===== src/rtl/aamc_pkg.sv =====
// ----------------------------------------------------------------------------
// aamc_pkg
// Shared widths, category codes, mode numbers and encoding class patterns of
// the addressing-mode classifier.
// ----------------------------------------------------------------------------
package aamc_pkg;

  localparam int KIND_W  = 4;
  localparam int WORD_W  = 32;
  localparam int MODE_W  = 6;

  // Category selector codes
  localparam logic [KIND_W-1:0] KIND_DATA       = 4'd0;
  localparam logic [KIND_W-1:0] KIND_LS         = 4'd1;
  localparam logic [KIND_W-1:0] KIND_LSM        = 4'd2;
  localparam logic [KIND_W-1:0] KIND_MISC       = 4'd3;
  localparam logic [KIND_W-1:0] KIND_COPROC     = 4'd4;
  localparam logic [KIND_W-1:0] KIND_VFP_S      = 4'd5;
  localparam logic [KIND_W-1:0] KIND_VFP_S_MON  = 4'd6;
  localparam logic [KIND_W-1:0] KIND_VFP_D      = 4'd7;
  localparam logic [KIND_W-1:0] KIND_VFP_D_MON  = 4'd8;
  localparam logic [KIND_W-1:0] KIND_VFP_LSM    = 4'd9;

  // Mode numbers
  localparam logic [MODE_W-1:0] MODE_UNKNOWN       = 6'd0;
  localparam logic [MODE_W-1:0] MODE_LS_IMM        = 6'd1;
  localparam logic [MODE_W-1:0] MODE_LS_IMM_PRE    = 6'd2;
  localparam logic [MODE_W-1:0] MODE_LS_IMM_POST   = 6'd3;
  localparam logic [MODE_W-1:0] MODE_LS_REG        = 6'd4;
  localparam logic [MODE_W-1:0] MODE_LS_REG_PRE    = 6'd10;
  localparam logic [MODE_W-1:0] MODE_LS_REG_POST   = 6'd16;
  localparam logic [MODE_W-1:0] MODE_DP_IMM        = 6'd22;
  localparam logic [MODE_W-1:0] MODE_DP_RRX        = 6'd23;
  localparam logic [MODE_W-1:0] MODE_DP_REG        = 6'd24;
  localparam logic [MODE_W-1:0] MODE_DP_IMM_SHIFT  = 6'd25;
  localparam logic [MODE_W-1:0] MODE_DP_REG_SHIFT  = 6'd29;
  localparam logic [MODE_W-1:0] MODE_LSM_IA        = 6'd33;
  localparam logic [MODE_W-1:0] MODE_LSM_IB        = 6'd34;
  localparam logic [MODE_W-1:0] MODE_LSM_DA        = 6'd35;
  localparam logic [MODE_W-1:0] MODE_LSM_DB        = 6'd36;
  localparam logic [MODE_W-1:0] MODE_MISC_IMM      = 6'd37;
  localparam logic [MODE_W-1:0] MODE_MISC_REG      = 6'd38;
  localparam logic [MODE_W-1:0] MODE_MISC_IMM_PRE  = 6'd39;
  localparam logic [MODE_W-1:0] MODE_MISC_REG_PRE  = 6'd40;
  localparam logic [MODE_W-1:0] MODE_MISC_IMM_POST = 6'd41;
  localparam logic [MODE_W-1:0] MODE_MISC_REG_POST = 6'd42;
  localparam logic [MODE_W-1:0] MODE_CP_IMM        = 6'd43;
  localparam logic [MODE_W-1:0] MODE_CP_IMM_PRE    = 6'd44;
  localparam logic [MODE_W-1:0] MODE_CP_IMM_POST   = 6'd45;
  localparam logic [MODE_W-1:0] MODE_CP_UNINDEXED  = 6'd46;
  localparam logic [MODE_W-1:0] MODE_VFP_S_BASE    = 6'd47;
  localparam logic [MODE_W-1:0] MODE_VFP_S_MON_BASE = 6'd50;
  localparam logic [MODE_W-1:0] MODE_VFP_D_BASE    = 6'd53;
  localparam logic [MODE_W-1:0] MODE_VFP_D_MON_BASE = 6'd56;
  localparam logic [MODE_W-1:0] MODE_VFP_LSM_UNIDX = 6'd59;
  localparam logic [MODE_W-1:0] MODE_VFP_LSM_INC   = 6'd60;
  localparam logic [MODE_W-1:0] MODE_VFP_LSM_DEC   = 6'd61;
  localparam logic [MODE_W-1:0] MODE_LAST          = 6'd61;

  // Encoding class patterns
  localparam logic [4:0] VFP_LSM_INC_PAT = 5'b11001;
  localparam logic [4:0] VFP_LSM_DEC_PAT = 5'b11010;
  localparam logic [2:0] CP_CLASS_PAT    = 3'b110;
  localparam logic [2:0] SCALED_ROR      = 3'b111;
  localparam logic [2:0] LSM_CLASS_PAT   = 3'b100;

endpackage


===== src/rtl/arm_addressing_mode_classifier_unit.sv =====
// ----------------------------------------------------------------------------
// arm_addressing_mode_classifier_unit
// Classifies the operand / addressing mode of one ARM instruction word.
// ----------------------------------------------------------------------------
// Usage:
//   Request channel: drive kind and instr_word and raise start. The request
//   is taken at a rising edge where start is high and busy is low. busy is
//   high in reset and in the cycle after it; from then on a request can be
//   taken in every cycle.
//   Result channel: mode is valid for exactly one cycle while done is high.
//   The receiver has no way to stall, so each result must be taken in the
//   cycle it is shown.
//   Path: a request taken at a rising edge lands in the input register; the
//   classifier output is then captured in the result register, which also
//   raises done. Throughput: one request per cycle, set by the single
//   register-to-register pass through the decode logic.
//   Reset: rst is synchronous; it drops all requests in flight and clears
//   done. Mode 0 means the word is not in the selected class.
// ----------------------------------------------------------------------------
module arm_addressing_mode_classifier_unit (
  input  logic                        clk,
  input  logic                        rst,
  input  logic                        start,
  output logic                        busy,
  input  logic [aamc_pkg::KIND_W-1:0] kind,
  input  logic [aamc_pkg::WORD_W-1:0] instr_word,
  output logic                        done,
  output logic [aamc_pkg::MODE_W-1:0] mode
);

  logic                        accept;
  logic                        in_valid;
  logic [aamc_pkg::KIND_W-1:0] kind_q;
  logic [aamc_pkg::WORD_W-1:0] word_q;
  logic [aamc_pkg::MODE_W-1:0] mode_next;

  assign accept = start && !busy;

  // Hold busy in reset and the cycle after it, then open the request side.
  always_ff @(posedge clk) begin
    if (rst) begin
      busy <= 1'b1;
    end else begin
      busy <= 1'b0;
    end
  end

  // Input register: capture the request.
  always_ff @(posedge clk) begin
    if (rst) begin
      in_valid <= 1'b0;
    end else begin
      in_valid <= accept;
    end
  end

  always_ff @(posedge clk) begin
    if (accept) begin
      kind_q <= kind;
      word_q <= instr_word;
    end
  end

  aamc_decode u_decode (
    .kind       (kind_q),
    .instr_word (word_q),
    .mode       (mode_next)
  );

  // Result register: advance the classification and strobe done.
  always_ff @(posedge clk) begin
    if (rst) begin
      done <= 1'b0;
    end else begin
      done <= in_valid;
    end
  end

  always_ff @(posedge clk) begin
    if (in_valid) begin
      mode <= mode_next;
    end
  end

`ifndef SYNTH
  a_accept_to_stage: assert property (@(posedge clk) disable iff (rst)
    accept |=> in_valid)
    else $error("accepted request did not reach the input register");

  a_stage_to_done: assert property (@(posedge clk) disable iff (rst)
    in_valid |=> done)
    else $error("staged request did not produce a result");

  a_no_spurious_done: assert property (@(posedge clk) disable iff (rst)
    !in_valid |=> !done)
    else $error("result strobe without a staged request");

  a_mode_range: assert property (@(posedge clk) disable iff (rst)
    done |-> (mode <= aamc_pkg::MODE_LAST))
    else $error("mode number out of range");

  a_bad_kind: assert property (@(posedge clk) disable iff (rst)
    (in_valid && kind_q > aamc_pkg::KIND_VFP_LSM) |=>
      (mode == aamc_pkg::MODE_UNKNOWN))
    else $error("unknown category gave a nonzero mode");
`endif

endmodule


===== src/rtl/aamc_decode.sv =====
// ----------------------------------------------------------------------------
// aamc_decode
// Combinational classifier: maps a category and instruction word to a mode.
// ----------------------------------------------------------------------------
module aamc_decode (
  input  logic [aamc_pkg::KIND_W-1:0] kind,
  input  logic [aamc_pkg::WORD_W-1:0] instr_word,
  output logic [aamc_pkg::MODE_W-1:0] mode
);

  function automatic logic [aamc_pkg::MODE_W-1:0] f_data(
    input logic [aamc_pkg::WORD_W-1:0] w
  );
    logic [aamc_pkg::MODE_W-1:0] sh;
    sh = {4'b0000, w[6:5]};
    if (w[27:26] != 2'b00) begin
      return aamc_pkg::MODE_UNKNOWN;
    end else if (w[25]) begin
      return aamc_pkg::MODE_DP_IMM;
    end else if (w[11:4] == 8'h06) begin
      return aamc_pkg::MODE_DP_RRX;
    end else if (!w[4]) begin
      if (w[11:5] == 7'd0) begin
        return aamc_pkg::MODE_DP_REG;
      end
      return aamc_pkg::MODE_DP_IMM_SHIFT + sh;
    end else if (!w[7]) begin
      return aamc_pkg::MODE_DP_REG_SHIFT + sh;
    end
    return aamc_pkg::MODE_UNKNOWN;
  endfunction

  function automatic logic [aamc_pkg::MODE_W-1:0] f_ls(
    input logic [aamc_pkg::WORD_W-1:0] w
  );
    logic [aamc_pkg::MODE_W-1:0] base;
    logic [2:0]                  sel;
    sel  = {w[25], w[24], w[21]};
    base = aamc_pkg::MODE_UNKNOWN;
    if (w[27:26] != 2'b01) begin
      return aamc_pkg::MODE_UNKNOWN;
    end
    unique case (sel)
      3'd2: return aamc_pkg::MODE_LS_IMM;
      3'd3: return aamc_pkg::MODE_LS_IMM_PRE;
      3'd0: return aamc_pkg::MODE_LS_IMM_POST;
      3'd6: base = aamc_pkg::MODE_LS_REG;
      3'd7: base = aamc_pkg::MODE_LS_REG_PRE;
      3'd4: base = aamc_pkg::MODE_LS_REG_POST;
      default: return aamc_pkg::MODE_UNKNOWN;
    endcase
    if (w[11:4] == 8'd0) begin
      return base;
    end else if (w[4]) begin
      return aamc_pkg::MODE_UNKNOWN;
    end else if (w[6:5] == 2'b11) begin
      // ROR by zero is RRX
      return (w[11:7] == 5'd0) ? base + 6'd4 : base + 6'd5;
    end
    return base + 6'd1 + {4'b0000, w[6:5]};
  endfunction

  function automatic logic [aamc_pkg::MODE_W-1:0] f_lsm(
    input logic [aamc_pkg::WORD_W-1:0] w
  );
    if (w[27:25] != aamc_pkg::LSM_CLASS_PAT) begin
      return aamc_pkg::MODE_UNKNOWN;
    end
    unique case (w[24:23])
      2'd0: return aamc_pkg::MODE_LSM_DA;
      2'd1: return aamc_pkg::MODE_LSM_IA;
      2'd2: return aamc_pkg::MODE_LSM_DB;
      default: return aamc_pkg::MODE_LSM_IB;
    endcase
  endfunction

  function automatic logic [aamc_pkg::MODE_W-1:0] f_misc(
    input logic [aamc_pkg::WORD_W-1:0] w
  );
    if (w[27:25] != 3'b000 || !w[7] || !w[4]) begin
      return aamc_pkg::MODE_UNKNOWN;
    end
    unique case ({w[24], w[22], w[21]})
      3'd0: return aamc_pkg::MODE_MISC_REG_POST;
      3'd2: return aamc_pkg::MODE_MISC_IMM_POST;
      3'd4: return aamc_pkg::MODE_MISC_REG;
      3'd5: return aamc_pkg::MODE_MISC_REG_PRE;
      3'd6: return aamc_pkg::MODE_MISC_IMM;
      3'd7: return aamc_pkg::MODE_MISC_IMM_PRE;
      default: return aamc_pkg::MODE_UNKNOWN;
    endcase
  endfunction

  function automatic logic [aamc_pkg::MODE_W-1:0] f_coproc(
    input logic [aamc_pkg::WORD_W-1:0] w
  );
    if (w[27:25] != aamc_pkg::CP_CLASS_PAT) begin
      return aamc_pkg::MODE_UNKNOWN;
    end
    unique case ({w[24], w[22]})
      2'd0: return aamc_pkg::MODE_CP_UNINDEXED;
      2'd1: return aamc_pkg::MODE_CP_IMM_POST;
      2'd2: return aamc_pkg::MODE_CP_IMM;
      default: return aamc_pkg::MODE_CP_IMM_PRE;
    endcase
  endfunction

  function automatic logic [aamc_pkg::MODE_W-1:0] f_bank(
    input logic [aamc_pkg::WORD_W-1:0] w,
    input logic [aamc_pkg::MODE_W-1:0] base
  );
    if (w[15:14] == 2'd0) begin
      return base;
    end else if (w[3:2] == 2'd0) begin
      return base + 6'd1;
    end
    return base + 6'd2;
  endfunction

  function automatic logic [aamc_pkg::MODE_W-1:0] f_vfp_lsm(
    input logic [aamc_pkg::WORD_W-1:0] w
  );
    if (w[27:23] == aamc_pkg::VFP_LSM_INC_PAT) begin
      return w[21] ? aamc_pkg::MODE_VFP_LSM_INC : aamc_pkg::MODE_VFP_LSM_UNIDX;
    end else if (w[27:23] == aamc_pkg::VFP_LSM_DEC_PAT && w[21]) begin
      return aamc_pkg::MODE_VFP_LSM_DEC;
    end
    return aamc_pkg::MODE_UNKNOWN;
  endfunction

  always_comb begin
    unique case (kind)
      aamc_pkg::KIND_DATA:      mode = f_data(instr_word);
      aamc_pkg::KIND_LS:        mode = f_ls(instr_word);
      aamc_pkg::KIND_LSM:       mode = f_lsm(instr_word);
      aamc_pkg::KIND_MISC:      mode = f_misc(instr_word);
      aamc_pkg::KIND_COPROC:    mode = f_coproc(instr_word);
      aamc_pkg::KIND_VFP_S:     mode = f_bank(instr_word, aamc_pkg::MODE_VFP_S_BASE);
      aamc_pkg::KIND_VFP_S_MON: mode = f_bank(instr_word, aamc_pkg::MODE_VFP_S_MON_BASE);
      aamc_pkg::KIND_VFP_D:     mode = f_bank(instr_word, aamc_pkg::MODE_VFP_D_BASE);
      aamc_pkg::KIND_VFP_D_MON: mode = f_bank(instr_word, aamc_pkg::MODE_VFP_D_MON_BASE);
      aamc_pkg::KIND_VFP_LSM:   mode = f_vfp_lsm(instr_word);
      default:                  mode = aamc_pkg::MODE_UNKNOWN;
    endcase
  end

endmodule


===== config.mk =====
export PLATFORM = sky130hd
export DESIGN_NAME = arm_addressing_mode_classifier_unit
export DESIGN_NICKNAME = d
export VERILOG_FILES = /design/src/rtl/aamc_pkg.sv /design/src/rtl/arm_addressing_mode_classifier_unit.sv /design/src/rtl/aamc_decode.sv
export SDC_FILE = /design/constraint.sdc
export NUM_CORES = 1
export LEC_CHECK = 0
export BUFFER_PORTS_ARGS = -buffer_cell sky130_fd_sc_hd__buf_2
export CAP_MARGIN = 10
export CELL_PAD_IN_SITES_DETAIL_PLACEMENT = 1
export CELL_PAD_IN_SITES_GLOBAL_PLACEMENT = 1
export CORE_MARGIN = 8
export CORE_UTILIZATION = 44
export CTS_CLUSTER_DIAMETER = 40
export DETAILED_ROUTE_END_ITERATION = 8
export PLACE_DENSITY = 0.83
export SYNTH_ARGS = -nofsm -noshare
export SYNTH_HDL_FRONTEND = slang
export SYNTH_SLANG_ARGS = --single-unit

===== constraint.sdc =====
create_clock -name clk -period 3.35 [get_ports clk]
set_clock_uncertainty 0.05 [all_clocks]
set_input_delay 0.5025 -clock clk [delete_from_list [all_inputs] [get_ports clk]]
set_output_delay 0.5025 -clock clk [all_outputs]
set_load 0.1 [all_outputs]

# Word-level counts from Yosys, hierarchy flattened
# Index checks and enable logic that the tools add are counted.
# classes
n_addsub	6
n_mux	85
eq_ne	30
n_reduce_logical	20
# ops
cell	n
6-bit two-way mux	39
6-bit one-hot mux with 10 select lines	1
1-bit two-way mux	39
6-bit one-hot mux with 6 select lines	1
6-bit one-hot mux with 4 select lines	1
3-bit == test, second input constant	7
3-bit one-hot mux with 3 select lines	2
4-bit by 3-bit == test with 1-bit output, second input constant	4
5-bit one-hot mux with 3 select lines	1
5-bit by 2-bit adder with 6-bit output, first input constant	2
6-bit by 3-bit adder with 6-bit output, second input constant	2
5-bit == test, second input constant	2
3-bit by 2-bit == test with 1-bit output, second input constant	3
4-bit by 2-bit == test with 1-bit output, second input constant	2
4-bit == test, second input constant	2
8-bit by 3-bit == test with 1-bit output, second input constant	1
2-bit zero test	4
8-bit zero test	1
7-bit zero test	1
6-bit by 1-bit adder with 6-bit output, second input constant	1
6-bit by 2-bit adder with 6-bit output	1
2-bit == test, second input constant	3
3-bit zero test	2
3-bit != test, second input constant	2
12 further kinds	17
# totals
register_bits	41
word_cells	147

# Logic depth before layout (Yosys ltp)
# logic_depth
word_depth	14
mapped_depth	9
ltp_nobuf	9

# Cells and area by module
# A second synthesis with hierarchy kept.
# hier_totals
cells_unflattened	210
hier_area_um2	2368.5
# modules_own_cells
mod	seq_area_each_um2	cells_each	area_per_inst_um2	n_inst
arm_addressing_mode_classifier_unit	1321.3	48	1346.3	1
aamc_decode	0.0	162	1022.2	1

# Least setup slack after synthesis
# Ideal clock, no wire load.
# synth_path
path_type	register to register
from	register busy
to	register kind_q[0] (netlist bit) (enable)
setup_slack_ns	1.035
t_required_ns	2.894
path_stages_with_launch	2
t_arrival_ns	1.859
path_cell_list	dfxtp_1 nor2b_1
# synth_via
elab_chain_cells	2
# synth_rtl
item	line	rtl
start: declaration	arm_addressing_mode_classifier_unit.sv:24	output logic busy,
start signal: assignment	arm_addressing_mode_classifier_unit.sv:42	busy <= 1'b1;
start signal: assignment	arm_addressing_mode_classifier_unit.sv:44	busy <= 1'b0;
1-bit zero test	arm_addressing_mode_classifier_unit.sv:37	assign accept = start && !busy;
1-bit logical AND	arm_addressing_mode_classifier_unit.sv:37	
named net accept	arm_addressing_mode_classifier_unit.sv:31	logic accept;
end signal: assignment	arm_addressing_mode_classifier_unit.sv:59	kind_q <= kind;
end: declaration	arm_addressing_mode_classifier_unit.sv:33	logic [aamc_pkg::KIND_W-1:0] kind_q;
# The timed path passes the listed nets, and every way through them passes these cells.
# A chain may end at the register's enable or synchronous reset.

# Worst setup path in the final report
# layout_path
from	register word_q[24] (netlist bit)
to	register mode[0] (netlist bit) (data pin)
# layout_via
elab_chain_cells	10
word_cells_on_any_way	44
classes_between	16 x eq/ne; 22 x mux; 6 x reduce/logical
# layout_rtl
item	line	rtl
start: declaration	arm_addressing_mode_classifier_unit.sv:34	logic [aamc_pkg::WORD_W-1:0] word_q;
start signal: assignment	arm_addressing_mode_classifier_unit.sv:60	word_q <= instr_word;
3-bit == test	aamc_decode.sv:43	unique case (sel)
3-bit OR reduction (no line)	-	
6-bit one-hot mux with 4 select lines	aamc_decode.sv:43	
6-bit two-way mux	aamc_decode.sv:56	end else if (w[6:5] == 2'b11) begin
6-bit two-way mux	aamc_decode.sv:54	end else if (w[4]) begin
6-bit two-way mux	aamc_decode.sv:52	if (w[11:4] == 8'd0) begin
6-bit two-way mux	aamc_decode.sv:60	return base + 6'd1 + {4'b0000, w[6:5]};
6-bit two-way mux	aamc_decode.sv:52	
6-bit two-way mux	aamc_decode.sv:43	
6-bit one-hot mux with 10 select lines (*)	aamc_decode.sv:132	unique case (kind)
named net mode_next, one bit	arm_addressing_mode_classifier_unit.sv:35	logic [aamc_pkg::MODE_W-1:0] mode_next;
end signal: assignment	arm_addressing_mode_classifier_unit.sv:81	mode <= mode_next;
end: declaration	arm_addressing_mode_classifier_unit.sv:28	output logic [aamc_pkg::MODE_W-1:0] mode
# The timed path passes the listed nets; every way through them passes the cells marked *. The select of a mux whose other input is x is not followed.

==> impl_metrics.toml <==
[outcome]
outcome = "finished clean"

[clock_network]
cts-root-buf = "clkbuf_8"
cts_tree = "built"
h-tree-depth = 2
insertion_delay_ps = 290
hold_buffers = 0
ctsResizeCount = 0
cts_buffers = 5
clock-sinks = 32
cts_max_path_buffers = 2
path_clk_slew_ps = 60
cts_setup_buffers = 0

[grt]
grt_max_degree = 25
antenna_found_initial = 0
grt_pass1_wl_um = 7830
grt_usage_pct = 15.0
overflow = 0
grt_pass1_vias = 1638

[layout]
stdcell_count = 273
multi_input_area_sq_um = 952
drive_above_1_share_pct = 21.7
fill_cells = 506
diodes = 0
mostFrequentLayoutCells = "buf_2, edfxtp_1, nor2_1"
layout.nets = 270
regArea_sq_um = 931
final_common_cell = "buf_2"
areaGrowthSynthToFinish_pct = 16.7

[sta]
holdWs_ps = 303
setup_viol_count_final = 0
min_period_over_period_pct = 71.7
max_slew.worst_pin.slew_ps = 556
fin_crit_ps = 2400
setup_ws_ps = 947
slew_viol_final = 0
finalSetupTns_ps = 0
finalHoldViolations = 0
rsz0062_at_grt = "no"
fmax_mhz = 416
relSlewSlack_pct = 62.9

[pwr]
seq_power_share_pct = 48.6
p_sw_share_pct = 23.1
p_int_mw = 0.753
netSwitchingPower_mw = 0.226
ir_drop_mv = 0.251
power.share.clock_pct = 41.7
p_leak_nw = 0.892
powerDensity_mw_per_mm2 = 429
p_comb_share_pct = 9.7

[synth]
ys_seq_elements = 32
synth_warnings = 0
synth_top_family_by_area = "simple AND/OR/NAND/NOR gates"
synth_compound_area_share_pct = 15.3
synth_edf_count = 29
synth.avg_cell_area_sq_um = 10.5
async_flop_share_pct = 0
synth.cell_area_sq_mm = 0.00195
syn_nets = 237
synth-main-ff-cell = "edfxtp_1"
synthCells = 187
muxShareOfSynthArea_pct = 2.62
yosysSeqAreaShare_pct = 47.6
synth-xor-area-share_pct = 0.448
synthAdderAreaFrac_pct = 7.04
synthSimpleGateAreaFrac_pct = 23.2
ys_types = 54

[route]
wl_um = 4740
ant_nets = 0
drc = 0
drt_iter0_drc = 102
drt-vias-per-instance = 5.84
drt_pass1_iterations = 4
wire_per_inst_um = 17.3
via_count = 1593

[place]
place_inst = 265
portBuffers = 33
gp_congestion = 0.850
hpwl_um = 3530
place_ws_ps = 890

[critical_path]
crit_type = "reg2reg"
path_cells = "inv_1 > ha_1 > nand2b_1 > o21ai_0 > a22o_1 > nor4_1 > nand3_1"
crit_fanout = 12
crit_required_ps = 3310
startpoint = "word_q[24]"
startpoint_type = "flop"
critPathSlowestCell = "edfxtp_1"
cp_data_arrival_time_ps = 2360
slowest_delay_ps = 620
crit_path_end_kind = "flop"
r2r_start = "word_q[24]"
rr_worst_depth = 7

[min_path]
hold_class = "in2reg"
worstHoldStart = "rst"
whs_path_depth = 1

[die]
chipWidth_um = 82.6
die_h_um = 82.6
die-area_sq_mm = 0.00683
initial_utilization_pct = 45.2
core_sq_mm = 0.00432
rows = 24
io_pins = 47

[job]
maxCapViolCount = 0
-- metrics by stage --
step / area (sq um) / power (mW) / util [%]
floorplan: 1950 / 0.545 / -
CTS: 2280 / 0.990 / 52.7
detailed placement: 2150 / 0.580 / 49.8
global route: 2280 / 1.01 / 52.7
finish: 2280 / 0.980 / 52.7
global placement: 2150 / 0.575 / 49.8
-- area by class of cell --
| type | instances | area share, % |
|---|---|---|
| inverter | 9 | 1.48 |
| clock buffer | 7 | 4.22 |
| clock inverter | 1 | 1.32 |
| timing repair buffer | 34 | 7.57 |
| sequential | 32 | 40.8 |
| tap | 52 | 2.85 |
| multi-input combinational | 138 | 41.7 |
-- final timing paths --
check | slack [ps] | to
hold reg to reg | 530 | mode[5]
setup reg to reg | 950 | mode[0]
hold / removal | 300 | busy
setup / recovery | 950 | mode[0]
-- synthesized netlist by cell type (all sizes together) (4+ instances only) --
cell type | number | area share, %
clkbuf | 5 | 0.96
a21oi | 9 | 2.3
ha | 11 | 7.0
nand3 | 4 | 1.0
nor3 | 10 | 3.1
o21ai | 11 | 2.8
nand2 | 12 | 2.3
mux2i | 4 | 2.0
nand2b | 4 | 1.3
or3 | 5 | 2.1
inv | 9 | 1.7
nor2b | 6 | 1.9
nor2 | 16 | 3.1
edfxtp | 29 | 45
-- sequential cells by signal, summed over array words and instances, names as in the netlist --
register and cells:
word_q 19, mode 6, kind_q 4, busy 1
done 1, in_valid 1
-- worst max-delay path, delay by kind of cell (launching register included) --
family / cells / cell delay [ps]
fa+ha+maj: 1 / 300
buf+inv: 1 / 240
simple gates: 3 / 620
compound gates: 2 / 300
flops: 1 / 620
-- metal layers --
metal	GRT usage (%)	wire (um)	vias up
li1	-	-	776
met1	19.0	2130	756
met2	23.7	2220	53
met3	4.22	305	8
met4	5.52	76	0
met5	0	0	-
-- kinds of logic (layout without fill, tap and decap cells) --
| logic type | count (synthesis) | count (layout) |
|---|---|---|
| buf+inv | 17 | 51 |
| flops | 32 | 32 |
| mux | 5 | 5 |
| xor+xnor | 1 | 1 |
| compound gates | 43 | 43 |
| fa+ha+maj | 11 | 11 |
| simple gates | 78 | 78 |
-- power by group through the flow --
| stage | Sequential [mW] | Clock (mW) | Combinational [mW] |
|---|---|---|---|
| after global placement | 0.483 | 0 | 0.0929 |
| after detailed placement | 0.484 | 0 | 0.0955 |
| after global routing | 0.479 | 0.429 | 0.106 |
| after CTS | 0.476 | 0.417 | 0.0968 |
| after floorplan | 0.490 | 0 | 0.0546 |
| final | 0.476 | 0.408 | 0.0954 |
Note: power is estimated with default switching activity, not from simulation.
